===== src/rtl/ppe_pkg.sv =====
// ppe_pkg: shared types, codes and constants of the projectile pool engine
// no dependencies; used by every file under rtl
package ppe_pkg;

  localparam int PLAYER_SLOTS = 16;
  localparam int ENEMY_SLOTS  = 32;
  localparam int POOL_CAP     = 64;

  localparam int SLOT_W = 6;
  localparam int CNT_W  = $clog2(POOL_CAP + 1);
  localparam int PIDX_W = (PLAYER_SLOTS > 1) ? $clog2(PLAYER_SLOTS) : 1;
  localparam int EIDX_W = (ENEMY_SLOTS > 1) ? $clog2(ENEMY_SLOTS) : 1;

  localparam int SCREEN_W    = 240;
  localparam int SCREEN_H    = 320;
  localparam int EDGE_MARGIN = 10;

  localparam logic signed [15:0] X_LO = 16'(-EDGE_MARGIN);
  localparam logic signed [15:0] X_HI = 16'(SCREEN_W + EDGE_MARGIN);
  localparam logic signed [15:0] Y_LO = 16'(-EDGE_MARGIN);
  localparam logic signed [15:0] Y_HI = 16'(SCREEN_H + EDGE_MARGIN);

  localparam logic [1:0] CMD_SPAWN   = 2'd0;
  localparam logic [1:0] CMD_DESTROY = 2'd1;
  localparam logic [1:0] CMD_TICK    = 2'd2;
  localparam logic [1:0] CMD_READ    = 2'd3;

  localparam logic [1:0] TYPE_PLAYER  = 2'd0;
  localparam logic [1:0] TYPE_ENEMY   = 2'd1;
  localparam logic [1:0] TYPE_MISSILE = 2'd2;
  localparam logic [1:0] TYPE_INVALID = 2'd3;

  localparam logic [2:0] ST_OK       = 3'd0;
  localparam logic [2:0] ST_FULL     = 3'd1;
  localparam logic [2:0] ST_BAD_TYPE = 3'd2;
  localparam logic [2:0] ST_INACTIVE = 3'd3;
  localparam logic [2:0] ST_BEYOND   = 3'd4;

  typedef struct packed {
    logic [1:0]        command;
    logic              is_player;
    logic [1:0]        object_type;
    logic signed [15:0] start_x;
    logic signed [15:0] start_y;
    logic signed [15:0] vel_x;
    logic signed [15:0] vel_y;
    logic [SLOT_W-1:0] slot;
  } item_t;

  typedef struct packed {
    logic [2:0]         status;
    logic [SLOT_W-1:0]  slot_out;
    logic               active;
    logic signed [15:0] pos_x;
    logic signed [15:0] pos_y;
    logic [1:0]         damage;
    logic [CNT_W-1:0]   player_count;
    logic [CNT_W-1:0]   enemy_count;
  } result_t;

  // which kind of result the datapath forms at the end of an item
  typedef enum logic [2:0] {
    FIN_NONE,
    FIN_BAD_TYPE,
    FIN_FULL,
    FIN_SPAWN,
    FIN_DESTROY,
    FIN_READ,
    FIN_TICK
  } fin_t;

  typedef struct packed {
    logic load;
    logic scan_clr;
    logic scan_inc;
    logic rd_en;
    logic tick_issue;
    logic tick_player;
    fin_t fin;
  } ctl_t;

  typedef struct packed {
    logic [1:0] cmd;
    logic       bad_type;
    logic       scan_end;
    logic       scan_live;
    logic       p_last;
    logic       e_last;
  } sts_t;

  function automatic logic [1:0] damage_of(input logic [1:0] kind);
    logic [1:0] d;
    case (kind)
      TYPE_PLAYER:  d = 2'd1;
      TYPE_ENEMY:   d = 2'd1;
      TYPE_MISSILE: d = 2'd2;
      default:      d = 2'd0;
    endcase
    return d;
  endfunction

endpackage


===== src/rtl/ppe_ctrl.sv =====
// ppe_ctrl: sequencer of the projectile pool engine
// depends on ppe_pkg; drives ppe_datapath through ctl_t, reads sts_t
module ppe_ctrl (
  input  logic          clk,
  input  logic          rst,
  input  logic          start,
  input  ppe_pkg::sts_t sts,
  output ppe_pkg::ctl_t ctl,
  output logic          busy,
  output logic          done
);

  typedef enum logic [2:0] {
    S_IDLE,
    S_DISPATCH,
    S_FIND,
    S_READ,
    S_TICK_P,
    S_TICK_E,
    S_DRAIN
  } state_t;

  state_t state, state_next;
  logic   busy_next, done_next;

  always_comb begin
    ctl        = '0;
    ctl.fin    = ppe_pkg::FIN_NONE;
    state_next = state;
    busy_next  = busy;
    done_next  = 1'b0;
    case (state)
      S_IDLE: begin
        if (start) begin
          ctl.load   = 1'b1;
          busy_next  = 1'b1;
          state_next = S_DISPATCH;
        end
      end
      S_DISPATCH: begin
        case (sts.cmd)
          ppe_pkg::CMD_SPAWN: begin
            if (sts.bad_type) begin
              ctl.fin = ppe_pkg::FIN_BAD_TYPE;
            end else begin
              ctl.scan_clr = 1'b1;
              state_next   = S_FIND;
            end
          end
          ppe_pkg::CMD_DESTROY: begin
            ctl.fin = ppe_pkg::FIN_DESTROY;
          end
          ppe_pkg::CMD_TICK: begin
            ctl.scan_clr = 1'b1;
            state_next   = S_TICK_P;
          end
          default: begin
            ctl.rd_en  = 1'b1;
            state_next = S_READ;
          end
        endcase
      end
      S_FIND: begin
        if (sts.scan_end) begin
          ctl.fin = ppe_pkg::FIN_FULL;
        end else if (!sts.scan_live) begin
          ctl.fin = ppe_pkg::FIN_SPAWN;
        end else begin
          ctl.scan_inc = 1'b1;
        end
      end
      S_READ: begin
        ctl.fin = ppe_pkg::FIN_READ;
      end
      S_TICK_P: begin
        ctl.tick_issue  = 1'b1;
        ctl.tick_player = 1'b1;
        if (sts.p_last) begin
          ctl.scan_clr = 1'b1;
          state_next   = S_TICK_E;
        end else begin
          ctl.scan_inc = 1'b1;
        end
      end
      S_TICK_E: begin
        ctl.tick_issue = 1'b1;
        if (sts.e_last) begin
          state_next = S_DRAIN;
        end else begin
          ctl.scan_inc = 1'b1;
        end
      end
      S_DRAIN: begin
        // last slot update lands on this edge, counts come from next values
        ctl.fin = ppe_pkg::FIN_TICK;
      end
      default: begin
        state_next = S_IDLE;
      end
    endcase
    if (ctl.fin != ppe_pkg::FIN_NONE) begin
      state_next = S_IDLE;
      busy_next  = 1'b0;
      done_next  = 1'b1;
    end
  end

  always_ff @(posedge clk) begin
    if (rst) begin
      state <= S_IDLE;
      busy  <= 1'b0;
      done  <= 1'b0;
    end else begin
      state <= state_next;
      busy  <= busy_next;
      done  <= done_next;
    end
  end

endmodule


===== src/rtl/ppe_datapath.sv =====
// ppe_datapath: slot flags, position and velocity memories, live counters,
// motion update and result register; depends on ppe_pkg, driven by ppe_ctrl
module ppe_datapath (
  input  logic             clk,
  input  logic             rst,
  input  ppe_pkg::item_t   item_in,
  input  ppe_pkg::ctl_t    ctl,
  output ppe_pkg::sts_t    sts,
  output ppe_pkg::result_t result
);

  localparam int PS = ppe_pkg::PLAYER_SLOTS;
  localparam int ES = ppe_pkg::ENEMY_SLOTS;
  localparam int PW = ppe_pkg::PIDX_W;
  localparam int EW = ppe_pkg::EIDX_W;
  localparam int CW = ppe_pkg::CNT_W;
  localparam int SW = ppe_pkg::SLOT_W;

  ppe_pkg::item_t item;
  logic [CW-1:0]  scan;

  // per-slot flags; wr marks a position that has been written
  logic       p_live [PS];
  logic [1:0] p_kind [PS];
  logic       p_wr   [PS];
  logic       e_live [ES];
  logic [1:0] e_kind [ES];
  logic       e_wr   [ES];

  logic [31:0] p_pos [PS];
  logic [31:0] p_vel [PS];
  logic [31:0] e_pos [ES];
  logic [31:0] e_vel [ES];
  logic [31:0] p_pos_q, p_vel_q, e_pos_q, e_vel_q;

  logic [CW-1:0] p_cnt, p_cnt_next, e_cnt, e_cnt_next;

  logic          upd_valid, upd_player;
  logic [SW-1:0] upd_idx;

  logic p_slot_ok, e_slot_ok, slot_ok, slot_live, slot_wr;
  logic [1:0] slot_kind;
  logic [PW-1:0] p_sidx, p_scan, p_uidx, p_raddr, p_waddr;
  logic [EW-1:0] e_sidx, e_scan, e_uidx, e_raddr, e_waddr;

  logic spawn_go, destroy_go, upd_live, upd_kill, off;
  logic p_re, e_re, p_we, e_we, p_set, e_set, p_clr, e_clr;
  logic [31:0] wdata, cur_pos, cur_vel;
  logic signed [15:0] cur_x, cur_y, cur_vx, cur_vy, nx, ny;
  ppe_pkg::result_t res_next;

  assign p_sidx = item.slot[PW-1:0];
  assign e_sidx = item.slot[EW-1:0];
  assign p_scan = scan[PW-1:0];
  assign e_scan = scan[EW-1:0];
  assign p_uidx = upd_idx[PW-1:0];
  assign e_uidx = upd_idx[EW-1:0];

  always_comb begin
    p_slot_ok = {1'b0, item.slot} < CW'(PS);
    e_slot_ok = {1'b0, item.slot} < CW'(ES);
    if (item.is_player) begin
      slot_ok   = p_slot_ok;
      slot_live = p_slot_ok && p_live[p_sidx];
      slot_wr   = p_slot_ok && p_wr[p_sidx];
      slot_kind = p_slot_ok ? p_kind[p_sidx] : 2'd0;
    end else begin
      slot_ok   = e_slot_ok;
      slot_live = e_slot_ok && e_live[e_sidx];
      slot_wr   = e_slot_ok && e_wr[e_sidx];
      slot_kind = e_slot_ok ? e_kind[e_sidx] : 2'd0;
    end
  end

  always_comb begin
    sts.cmd      = item.command;
    sts.bad_type = item.object_type == ppe_pkg::TYPE_INVALID;
    sts.scan_end = item.is_player ? (scan >= CW'(PS)) : (scan >= CW'(ES));
    sts.scan_live = !sts.scan_end &&
                    (item.is_player ? p_live[p_scan] : e_live[e_scan]);
    sts.p_last   = scan == CW'(PS - 1);
    sts.e_last   = scan == CW'(ES - 1);
  end

  // motion update of the slot read in the previous cycle
  always_comb begin
    cur_pos = upd_player ? p_pos_q : e_pos_q;
    cur_vel = upd_player ? p_vel_q : e_vel_q;
    cur_x   = cur_pos[31:16];
    cur_y   = cur_pos[15:0];
    cur_vx  = cur_vel[31:16];
    cur_vy  = cur_vel[15:0];
    nx      = cur_x + cur_vx;
    ny      = upd_player ? (cur_y + cur_vy) : (cur_y - cur_vy);
    off     = (nx < ppe_pkg::X_LO) || (nx > ppe_pkg::X_HI) ||
              (ny < ppe_pkg::Y_LO) || (ny > ppe_pkg::Y_HI);
    upd_live = upd_valid && (upd_player ? p_live[p_uidx] : e_live[e_uidx]);
    upd_kill = upd_live && off;
  end

  always_comb begin
    spawn_go   = ctl.fin == ppe_pkg::FIN_SPAWN;
    destroy_go = (ctl.fin == ppe_pkg::FIN_DESTROY) && slot_live;
    p_set = spawn_go && item.is_player;
    e_set = spawn_go && !item.is_player;
    p_clr = (destroy_go && item.is_player) || (upd_kill && upd_player);
    e_clr = (destroy_go && !item.is_player) || (upd_kill && !upd_player);
    p_we  = p_set || (upd_live && upd_player);
    e_we  = e_set || (upd_live && !upd_player);
    p_waddr = spawn_go ? p_scan : p_uidx;
    e_waddr = spawn_go ? e_scan : e_uidx;
    wdata = spawn_go ? {item.start_x, item.start_y} : {nx, ny};
    p_re = (ctl.rd_en && item.is_player && p_slot_ok) || (ctl.tick_issue && ctl.tick_player);
    e_re = (ctl.rd_en && !item.is_player && e_slot_ok) || (ctl.tick_issue && !ctl.tick_player);
    p_raddr = ctl.tick_issue ? p_scan : p_sidx;
    e_raddr = ctl.tick_issue ? e_scan : e_sidx;
  end

  always_comb begin
    p_cnt_next = p_cnt;
    if (p_set && p_cnt != {CW{1'b1}}) begin
      p_cnt_next = p_cnt + CW'(1);
    end else if (p_clr && p_cnt != '0) begin
      p_cnt_next = p_cnt - CW'(1);
    end
    e_cnt_next = e_cnt;
    if (e_set && e_cnt != {CW{1'b1}}) begin
      e_cnt_next = e_cnt + CW'(1);
    end else if (e_clr && e_cnt != '0) begin
      e_cnt_next = e_cnt - CW'(1);
    end
  end

  always_comb begin
    res_next = '0;
    res_next.player_count = p_cnt_next;
    res_next.enemy_count  = e_cnt_next;
    case (ctl.fin)
      ppe_pkg::FIN_BAD_TYPE: res_next.status = ppe_pkg::ST_BAD_TYPE;
      ppe_pkg::FIN_FULL:     res_next.status = ppe_pkg::ST_FULL;
      ppe_pkg::FIN_SPAWN: begin
        res_next.status   = ppe_pkg::ST_OK;
        res_next.slot_out = scan[SW-1:0];
        res_next.active   = 1'b1;
        res_next.pos_x    = item.start_x;
        res_next.pos_y    = item.start_y;
        res_next.damage   = ppe_pkg::damage_of(item.object_type);
      end
      ppe_pkg::FIN_DESTROY: begin
        res_next.slot_out = item.slot;
        if (!slot_ok) begin
          res_next.status = ppe_pkg::ST_BEYOND;
        end else if (!slot_live) begin
          res_next.status = ppe_pkg::ST_INACTIVE;
        end else begin
          res_next.status = ppe_pkg::ST_OK;
        end
      end
      ppe_pkg::FIN_READ: begin
        res_next.slot_out = item.slot;
        if (!slot_ok) begin
          res_next.status = ppe_pkg::ST_BEYOND;
        end else begin
          res_next.status = slot_live ? ppe_pkg::ST_OK : ppe_pkg::ST_INACTIVE;
          res_next.active = slot_live;
          if (slot_wr) begin
            {res_next.pos_x, res_next.pos_y} = item.is_player ? p_pos_q : e_pos_q;
          end
          res_next.damage = ppe_pkg::damage_of(slot_kind);
        end
      end
      default: res_next.status = ppe_pkg::ST_OK;
    endcase
  end

  always_ff @(posedge clk) begin
    if (ctl.load) begin
      item <= item_in;
    end
    if (ctl.fin != ppe_pkg::FIN_NONE) begin
      result <= res_next;
    end
    upd_player <= ctl.tick_player;
    upd_idx    <= scan[SW-1:0];
  end

  always_ff @(posedge clk) begin
    if (rst) begin
      scan      <= '0;
      upd_valid <= 1'b0;
      p_cnt     <= '0;
      e_cnt     <= '0;
    end else begin
      if (ctl.scan_clr) begin
        scan <= '0;
      end else if (ctl.scan_inc) begin
        scan <= scan + CW'(1);
      end
      upd_valid <= ctl.tick_issue;
      p_cnt     <= p_cnt_next;
      e_cnt     <= e_cnt_next;
    end
  end

  always_ff @(posedge clk) begin
    if (rst) begin
      for (int i = 0; i < PS; i++) begin
        p_live[i] <= 1'b0;
        p_kind[i] <= 2'd0;
        p_wr[i]   <= 1'b0;
      end
    end else if (p_set) begin
      p_live[p_scan] <= 1'b1;
      p_kind[p_scan] <= item.object_type;
      p_wr[p_scan]   <= 1'b1;
    end else if (p_clr) begin
      p_live[upd_kill ? p_uidx : p_sidx] <= 1'b0;
    end
  end

  always_ff @(posedge clk) begin
    if (rst) begin
      for (int i = 0; i < ES; i++) begin
        e_live[i] <= 1'b0;
        e_kind[i] <= 2'd0;
        e_wr[i]   <= 1'b0;
      end
    end else if (e_set) begin
      e_live[e_scan] <= 1'b1;
      e_kind[e_scan] <= item.object_type;
      e_wr[e_scan]   <= 1'b1;
    end else if (e_clr) begin
      e_live[upd_kill ? e_uidx : e_sidx] <= 1'b0;
    end
  end

  always_ff @(posedge clk) begin
    if (p_we) begin
      p_pos[p_waddr] <= wdata;
    end
    if (p_set) begin
      p_vel[p_scan] <= {item.vel_x, item.vel_y};
    end
    if (p_re) begin
      p_pos_q <= p_pos[p_raddr];
      p_vel_q <= p_vel[p_raddr];
    end
  end

  always_ff @(posedge clk) begin
    if (e_we) begin
      e_pos[e_waddr] <= wdata;
    end
    if (e_set) begin
      e_vel[e_scan] <= {item.vel_x, item.vel_y};
    end
    if (e_re) begin
      e_pos_q <= e_pos[e_raddr];
      e_vel_q <= e_vel[e_raddr];
    end
  end

endmodule


===== src/rtl/projectile_pool_engine_top.sv =====
// projectile_pool_engine_top: two object pools with spawn, destroy, tick, read
// depends on ppe_pkg, ppe_ctrl, ppe_datapath
//
//   channel   ports                 handshake
//   command   start, busy, item     word taken when start && !busy
//   result    done, result          word valid for the one cycle done is high
//
// one result word per command; spawn searches for the lowest free slot and tick
// steps through all player slots, then all enemy slots, one slot a cycle.
// a new command may be accepted in the cycle done is high.
// synchronous reset clears all slot flags and counters, no clearing pass.
// results cannot be stalled by the receiver.
module projectile_pool_engine_top (
  input  logic             clk,
  input  logic             rst,
  input  logic             start,
  input  ppe_pkg::item_t   item,
  output logic             busy,
  output logic             done,
  output ppe_pkg::result_t result
);

  ppe_pkg::ctl_t ctl;
  ppe_pkg::sts_t sts;

  ppe_ctrl u_ctrl (
    .clk   (clk),
    .rst   (rst),
    .start (start),
    .sts   (sts),
    .ctl   (ctl),
    .busy  (busy),
    .done  (done)
  );

  ppe_datapath u_datapath (
    .clk     (clk),
    .rst     (rst),
    .item_in (item),
    .ctl     (ctl),
    .sts     (sts),
    .result  (result)
  );

endmodule


===== config.mk =====
export PLATFORM = sky130hd
export DESIGN_NAME = projectile_pool_engine_top
export DESIGN_NICKNAME = d
export VERILOG_FILES = /design/src/rtl/ppe_pkg.sv /design/src/rtl/ppe_ctrl.sv /design/src/rtl/ppe_datapath.sv /design/src/rtl/projectile_pool_engine_top.sv
export SDC_FILE = /design/constraint.sdc
export NUM_CORES = 2
export LEC_CHECK = 0
export ABC_AREA = 1
export BUFFER_PORTS_ARGS = -buffer_cell sky130_fd_sc_hd__buf_2
export CAP_MARGIN = 5
export CORE_UTILIZATION = 37
export CTS_BUF_LIST = sky130_fd_sc_hd__clkbuf_4 sky130_fd_sc_hd__clkbuf_8 sky130_fd_sc_hd__clkbuf_16
export CTS_CLUSTER_SIZE = 28
export DETAILED_ROUTE_END_ITERATION = 10
export SETUP_SLACK_MARGIN = 0.5
export SYNTH_ARGS = -nofsm -noshare
export SYNTH_HDL_FRONTEND = slang
export SYNTH_SLANG_ARGS = --single-unit

===== constraint.sdc =====
create_clock -name clk -period 11.8 [get_ports clk]
set_input_delay 1.18 -clock clk [delete_from_list [all_inputs] [get_ports clk]]
set_output_delay 1.18 -clock clk [all_outputs]
set_load 0.01 [all_outputs]

=== Word level (Yosys, flattened, before mapping) ===
Memories as Yosys holds them, arrays and structs flattened. A register that Yosys moved wholly into a read port is not among the register bits.
Index checks and enable logic that the tools add are counted.

* Memories: 10
* Output and inout port bits: 60
* Memory bits (writable): 3,264
* Word-level logic and storage cells: 259
* Flip-flop bits (word level): 166

* Reduce and logical (&&, ||, !) cells: 64
* Bitwise gates (word level): 1
* $lt $le $gt $ge: 8
* Multiplexer cells: 116
* Equal/unequal tests: 27
* Add/subtract/negate cells: 8

{| class="wikitable"
|+ Memories
! memory !! words !! bits a word !! read ports !! clocked after memory_dff !! wr ports !! RTL line !! text
|-
| u_datapath.e_pos || 32 || 32 || 1 || 1 || 1 || ppe_datapath.sv:32 || <nowiki>logic [31:0] e_pos [ES];</nowiki>
|-
| u_datapath.e_vel || 32 || 32 || 1 || 1 || 1 || ppe_datapath.sv:33 || <nowiki>logic [31:0] e_vel [ES];</nowiki>
|-
| u_datapath.p_pos || 16 || 32 || 1 || 1 || 1 || ppe_datapath.sv:30 || <nowiki>logic [31:0] p_pos [PS];</nowiki>
|-
| u_datapath.p_vel || 16 || 32 || 1 || 1 || 1 || ppe_datapath.sv:31 || <nowiki>logic [31:0] p_vel [PS];</nowiki>
|-
| u_datapath.e_kind || 32 || 2 || 1 || 1 || 32 || ppe_datapath.sv:27 || <nowiki>logic [1:0] e_kind [ES];</nowiki>
|-
| u_datapath.e_live || 32 || 1 || 3 || 3 || 32 || ppe_datapath.sv:26 || <nowiki>logic e_live [ES];</nowiki>
|-
| 4 more memories || -- || -- || -- || -- || -- || -- ||
|}

{| class="wikitable"
|+ Operators by type and width
! cell !! count
|-
| $mux W32 || 5
|-
| $pmux W35 S2 || 1
|-
| $mux W5 || 12
|-
| $mux W1 || 56
|-
| $mux W4 || 12
|-
| $mux W35 || 1
|-
| $add A16 B16 Y16 || 2
|-
| $lt A16 B5 Y1 const B || 2
|-
| $mux W7 || 4
|-
| $logic_and A1 B1 Y1 || 26
|-
| $add A7 B1 Y7 const B || 3
|-
| $mux W3 || 6
|-
| $pmux W3 S3 || 2
|-
| $gt A16 B10 Y1 const B || 1
|-
| $gt A16 B9 Y1 const B || 1
|-
| $mux W16 || 1
|-
| $reduce_or A2 Y1 || 8
|-
| $sub A16 B16 Y16 || 1
|-
| $eq A3 B3 Y1 const B || 5
|-
| $pmux W3 S5 || 1
|-
| $mux W2 || 7
|-
| $ne A7 B7 Y1 const B || 2
|-
| $reduce_bool A7 Y1 || 2
|-
| $sub A7 B1 Y7 const B || 2
|-
| 28 further kinds || 61
|}

=== Longest topological paths before layout ===
* Depth in word-level cells: 17
* Gate-level depth with buffers: 35
* Depth with buffers taken out: 34

=== Hierarchy ===
From an unflattened synthesis, not the netlist that was laid out.

* Cells, all modules: 11,624
* Area, all modules: 143,985.6 sq um

{| class="wikitable"
|+ Modules (own cells, without submodules)
! module !! area each (sq um) !! sequential area each (sq um) !! cells each !! times used
|-
| ppe_datapath || 143,506.4 || 106,131.8 || 11,537 || 1
|-
| ppe_ctrl || 479.2 || 100.1 || 87 || 1
|}

=== Least setup slack after synthesis ===
Ideal clock, no wire load.

* Path kind: register to register
* Start: register u_datapath.item[72] (netlist name)
* End: register u_datapath.p_pos_q[0], read port of u_datapath.p_pos, enable pin
* Arrival time: 5.829 ns
* Required time: 11.220 ns
* Stages on the path, launching flop included: 6
* Library setup time: 0.580 ns
* Slack: 5.391 ns
* Clock period less this slack: 6.409 ns
* Path through: edfxtp_1 -> clkbuf_1 -> inv_1 -> clkbuf_1 -> clkbuf_1 -> o31ai_1

* Longest elaborated chain between the ends: 3

{| class="wikitable"
|+ Ends and longest elaborated chain
! item !! RTL line !! text
|-
| start: declaration || ppe_datapath.sv:19 || <nowiki>ppe_pkg::item_t item;</nowiki>
|-
| start signal: assignment || ppe_datapath.sv:178 || <nowiki>item <= item_in;</nowiki>
|-
| $logic_and A1 B1 Y1 (2 in series) || ppe_datapath.sv:113 || <nowiki>p_re = (ctl.rd_en && item.is_player && p_slot_ok) || (ctl.tick_issue && ctl.tick_player);</nowiki>
|-
| $logic_or A1 B1 Y1 || ppe_datapath.sv:113 ||
|-
| via u_datapath.p_re || ppe_datapath.sv:47 || <nowiki>logic p_re, e_re, p_we, e_we, p_set, e_set, p_clr, e_clr;</nowiki>
|-
| end: declaration || ppe_datapath.sv:34 || <nowiki>logic [31:0] p_pos_q, p_vel_q, e_pos_q, e_vel_q;</nowiki>
|}

The timed path passes the listed nets, and every way through them passes these cells.
A chain may end at the register's enable or synchronous reset.

==> flow_metrics.py <==
metrics = {
    "outcome": {
        "status": "complete, no violations",
    },
    "placement": {
        "routabilityCongestion": 0.871,
        "hpwl_mm": 234,
        "placed_cells": 16300,
        "portBuffers": 137,
        "place_area_sq_um": 151000,
    },
    "cells_and_area": {
        "nFillCells": 35500,
        "instances_no_fill": 17000,
        "syn_to_final_growth_pct": 13.3,
        "multi_input_area_sq_um": 34200,
        "finalNetCount": 11600,
        "regArea_sq_um": 106000,
        "design_area_sq_um": 163000,
        "drive_above_1_share_pct": 10.0,
        "post-route-util_pct": 42.2,
    },
    "worst_setup_path": {
        "cp_max_fo": 105,
        "cp.required_ns": 12.39,
        "critPathKind": "reg2reg",
        "timing.rr.end": "u_datapath.e_live[13]",
        "cp.arrival_ns": 7.51,
        "reg2reg_slack_ns": 4.88,
        "crit_path_end_kind": "register",
        "reg2regPathDepth": 27,
        "critPathLaunchType": "register",
        "timing.rr.start": "u_datapath.upd_player",
    },
    "global_route": {
        "grt_pass1_wl_mm": 617,
        "grt_use_total_pct": 21.2,
        "grt_max_degree": 199,
        "grt_pass1_vias": 88900,
        "grt_overflow_total": 0,
        "grt_antenna_before_repair": 25,
    },
    "detailed_routing": {
        "routed_wl_mm": 430,
        "num_vias": 95800,
        "firstDrtPassIters": 6,
        "drtAntennaViolNets": 0,
        "vias_per_cell": 5.64,
        "wl_per_cell_um": 25.3,
        "drc": 0,
        "drt_iter0_drc": 12000,
    },
    "clock_network": {
        "cts.hold.buffers_added": 0,
        "h-tree-depth": 5,
        "cts.sinks": 3568,
        "clock_latency_ns": 0.91,
        "clockBufferDepth": 4,
        "path_clk_slew_ns": 0.06,
        "cts-root-buf": "clkbuf_16",
        "post_cts_buffers": 0,
        "cts_tree": "done",
        "cts_buffers": 351,
        "ctsResizeCount": 0,
    },
    "timing": {
        "relSlewSlack_pct": 12.6,
        "hold_violations": 0,
        "worst_pin_slew_ns": 1.31,
        "rsz0062_at_grt": "false",
        "period_needed_ns": 6.92,
        "finalSetupTns_ns": 0,
        "setup_viol_count_final": 0,
        "max_freq_ghz": 0.145,
        "period_share_pct": 58.6,
        "drv_slew": 0,
        "skew_ns": 0.0461,
    },
    "synth": {
        "netlist_area_sq_um": 143000,
        "synth.ff_latch_count": 3568,
        "synth_edf_count": 3477,
        "synth_nets": 11700,
        "synth_cells": 11500,
        "synth_cell_types": 52,
        "seq_area_frac_synth_pct": 74.1,
        "yosysWarnings": 0,
        "synth_ff_type": "edfxtp_1",
        "syn-mean-instance-area_sq_um": 12.4,
        "synthArstFlopShare_pct": 0,
    },
    "floorplanning": {
        "fp.dieW_um": 625,
        "initial_utilization_pct": 37.2,
        "num_io_pins": 138,
        "num_rows": 228,
        "die_area_sq_um": 390000,
        "core_area_sq_um": 386000,
        "die_h_um": 625,
    },
    "power_and_ir_drop": {
        "switching_power_uw": 11000,
        "leakagePower_uw": 0.0527,
        "p_int_uw": 23800,
        "switching_share_pct": 31.5,
        "p_seq_share_pct": 44.8,
        "power.share.clock_pct": 32.7,
        "cellPowerDensity_nw_per_um2": 214,
        "ir_worst_vdd_v": 0.000180,
        "power_frac_comb_pct": 22.5,
    },
    "worst_hold_path": {
        "worst_hold_startpoint": "u_datapath.e_wr[7]",
        "hold_path.class": "reg2reg",
        "holdPathStages": 2,
        "min_to": "u_datapath.e_wr[7]",
    },
    "run": {
        "max_cap_violations": 0,
    },
}
-- layout by cell type (no fill, tap or decap), drive strengths merged --
cell      instances
a21oi           104
a31oi            29
a32o              3
and2              3
buf             425
bufinv           34
clkbuf          448
clkinv          142
clkinvlp          9
dfxtp            91
diode            11
edfxtp         3477
fa                2
ha               41
inv             270
mux2              1
mux2i             1
nand2           843
nand3           137
nand3b            6
nand4            14
nor2           2377
nor3             33
nor4              4
o211ai           70
o21a              1
o21ai          2207
o21bai            5
o221ai          139
o22ai           831
o311ai            3
o31ai             3
o32ai             3
o41ai             1
or2              11
xnor2             5
xor2             30
-- flip-flops by register name, indices dropped and copies added, names as in the netlist, 58 cells and up, named ones only --
| signal | cells |
|---|---|
| u_datapath.e_kind | 64 |
| u_datapath.result | 58 |
| u_datapath.item | 68 |
| u_datapath.p_pos | 512 |
| u_datapath.e_vel | 1024 |
| u_datapath.p_vel | 512 |
| u_datapath.e_pos | 1024 |
-- worst max-delay path by stage --
stage	depth (start not counted)	start	slack, ns	to
6_report	27	u_datapath.upd_player	4.88	u_datapath.e_live[13]
2_1_floorplan	5	u_datapath.item[72]	5.39	u_datapath.p_pos_q[0]
5_1_grt	27	u_datapath.upd_player	4.26	u_datapath.e_live[9]
3_3_place_gp	27	u_datapath.upd_player	5.07	u_datapath.e_live[13]
3_5_place_dp	26	u_datapath.upd_player	4.99	u_datapath.e_live[17]
4_1_cts	26	u_datapath.upd_player	4.99	u_datapath.e_live[17]
-- critical path, cell delays in order, from the launching register on --
cell	delay, ns
dfxtp_4	0.46
buf_4	0.84
nand2_1	0.17
o21ai_2	0.15
ha_1	0.21
nand2_1	0.09
o41ai_1	0.63
nand3_1	0.28
nor2_1	0.15
a21oi_1	0.07
ha_1	0.34
inv_1	0.09
o21ai_0	0.08
nor2_1	0.21
nand3_1	0.15
a21oi_1	0.25
xor2_1	0.18
nand4_1	0.16
nand2_1	0.10
nand3_4	0.26
nand2_4	0.11
a21oi_4	0.74
nand2_1	0.19
nand2_1	0.12
nand2_2	0.09
nor2_4	0.23
nand2_1	0.11
nand2_1	0.08
-- power groups by stage --
stage	sequential, uW	clock (uW)	combinational, uW
floorplan	16000	0	4330
global placement	15800	0	7690
detailed placement	15800	0	7730
CTS	15600	11500	7760
global route	15600	11900	8420
finish	15600	11300	7830
-- synth_stat cells, types with 4 or more instances --
cell / n / area share (%)
edfxtp_1: 3477 / 73
nor2_1: 2362 / 6.2
o21ai_0: 2187 / 7.6
o22ai_1: 831 / 3.6
nand2_1: 828 / 2.2
clkbuf_1: 705 / 1.8
inv_1: 257 / 0.67
o221ai_1: 139 / 0.85
nand3_1: 132 / 0.46
a21oi_1: 103 / 0.36
dfxtp_1: 91 / 1.3
o211ai_1: 70 / 0.37
buf_2: 55 / 0.19
ha_1: 41 / 0.36
nor3_1: 32 / 0.11
xor2_1: 30 / 0.18
a31oi_1: 29 / 0.13
buf_1: 20 / 0.052
nand4_1: 14 / 0.061
o21ai_1: 14 / 0.049
nand2_2: 10 / 0.044
nor2_2: 10 / 0.044
or2_2: 10 / 0.044
inv_2: 8 / 0.021
nand3b_1: 6 / 0.031
nand2_4: 5 / 0.039
nor2_4: 5 / 0.039
o21ai_2: 5 / 0.031
xnor2_1: 5 / 0.031
buf_6: 4 / 0.031
nor4_1: 4 / 0.017
o21bai_1: 4 / 0.021
-- stage by stage --
stage | power, uW | hold WS, ns | setup WS (ns)
after floorplan | 20400 | 0.329 | 5.39
after global placement | 23500 | 0.432 | 5.07
after detailed placement | 23600 | 0.435 | 4.99
after CTS | 34800 | 0.390 | 4.99
after global routing | 35900 | 0.426 | 4.26
final | 34800 | 0.451 | 4.88
-- metal layers --
metal  vias to the layer above  track usage (%)  part of all wire (%)
li1                      42400                -                     -
met1                     48100             29.7                    41
met2                      4520             33.8                    47
met3                       769             3.03                   8.8
met4                         4             7.68                   3.6
met5                         -                0                0.0070
-- logic make-up after synthesis --
family	synth area share, %
compound gates	13.2
xor+xnor	0.214
fa+ha+maj	0.386
buf+inv	2.84
flops	74.1
mux	0.0148
simple gates	9.31
-- final cells by class --
type                            count  share of cell area, %
Inverter                          268                  0.643
Tap cell                         5175                   3.98
Clock buffer                      448                   6.00
Sequential cell                  3568                   65.3
Clock inverter                    187                   1.09
Multi-Input combinational cell   6907                   21.0
Antenna cell                       11                 0.0169
Timing Repair Buffer              425                   1.90
Note: power is estimated with default switching activity, not from simulation.
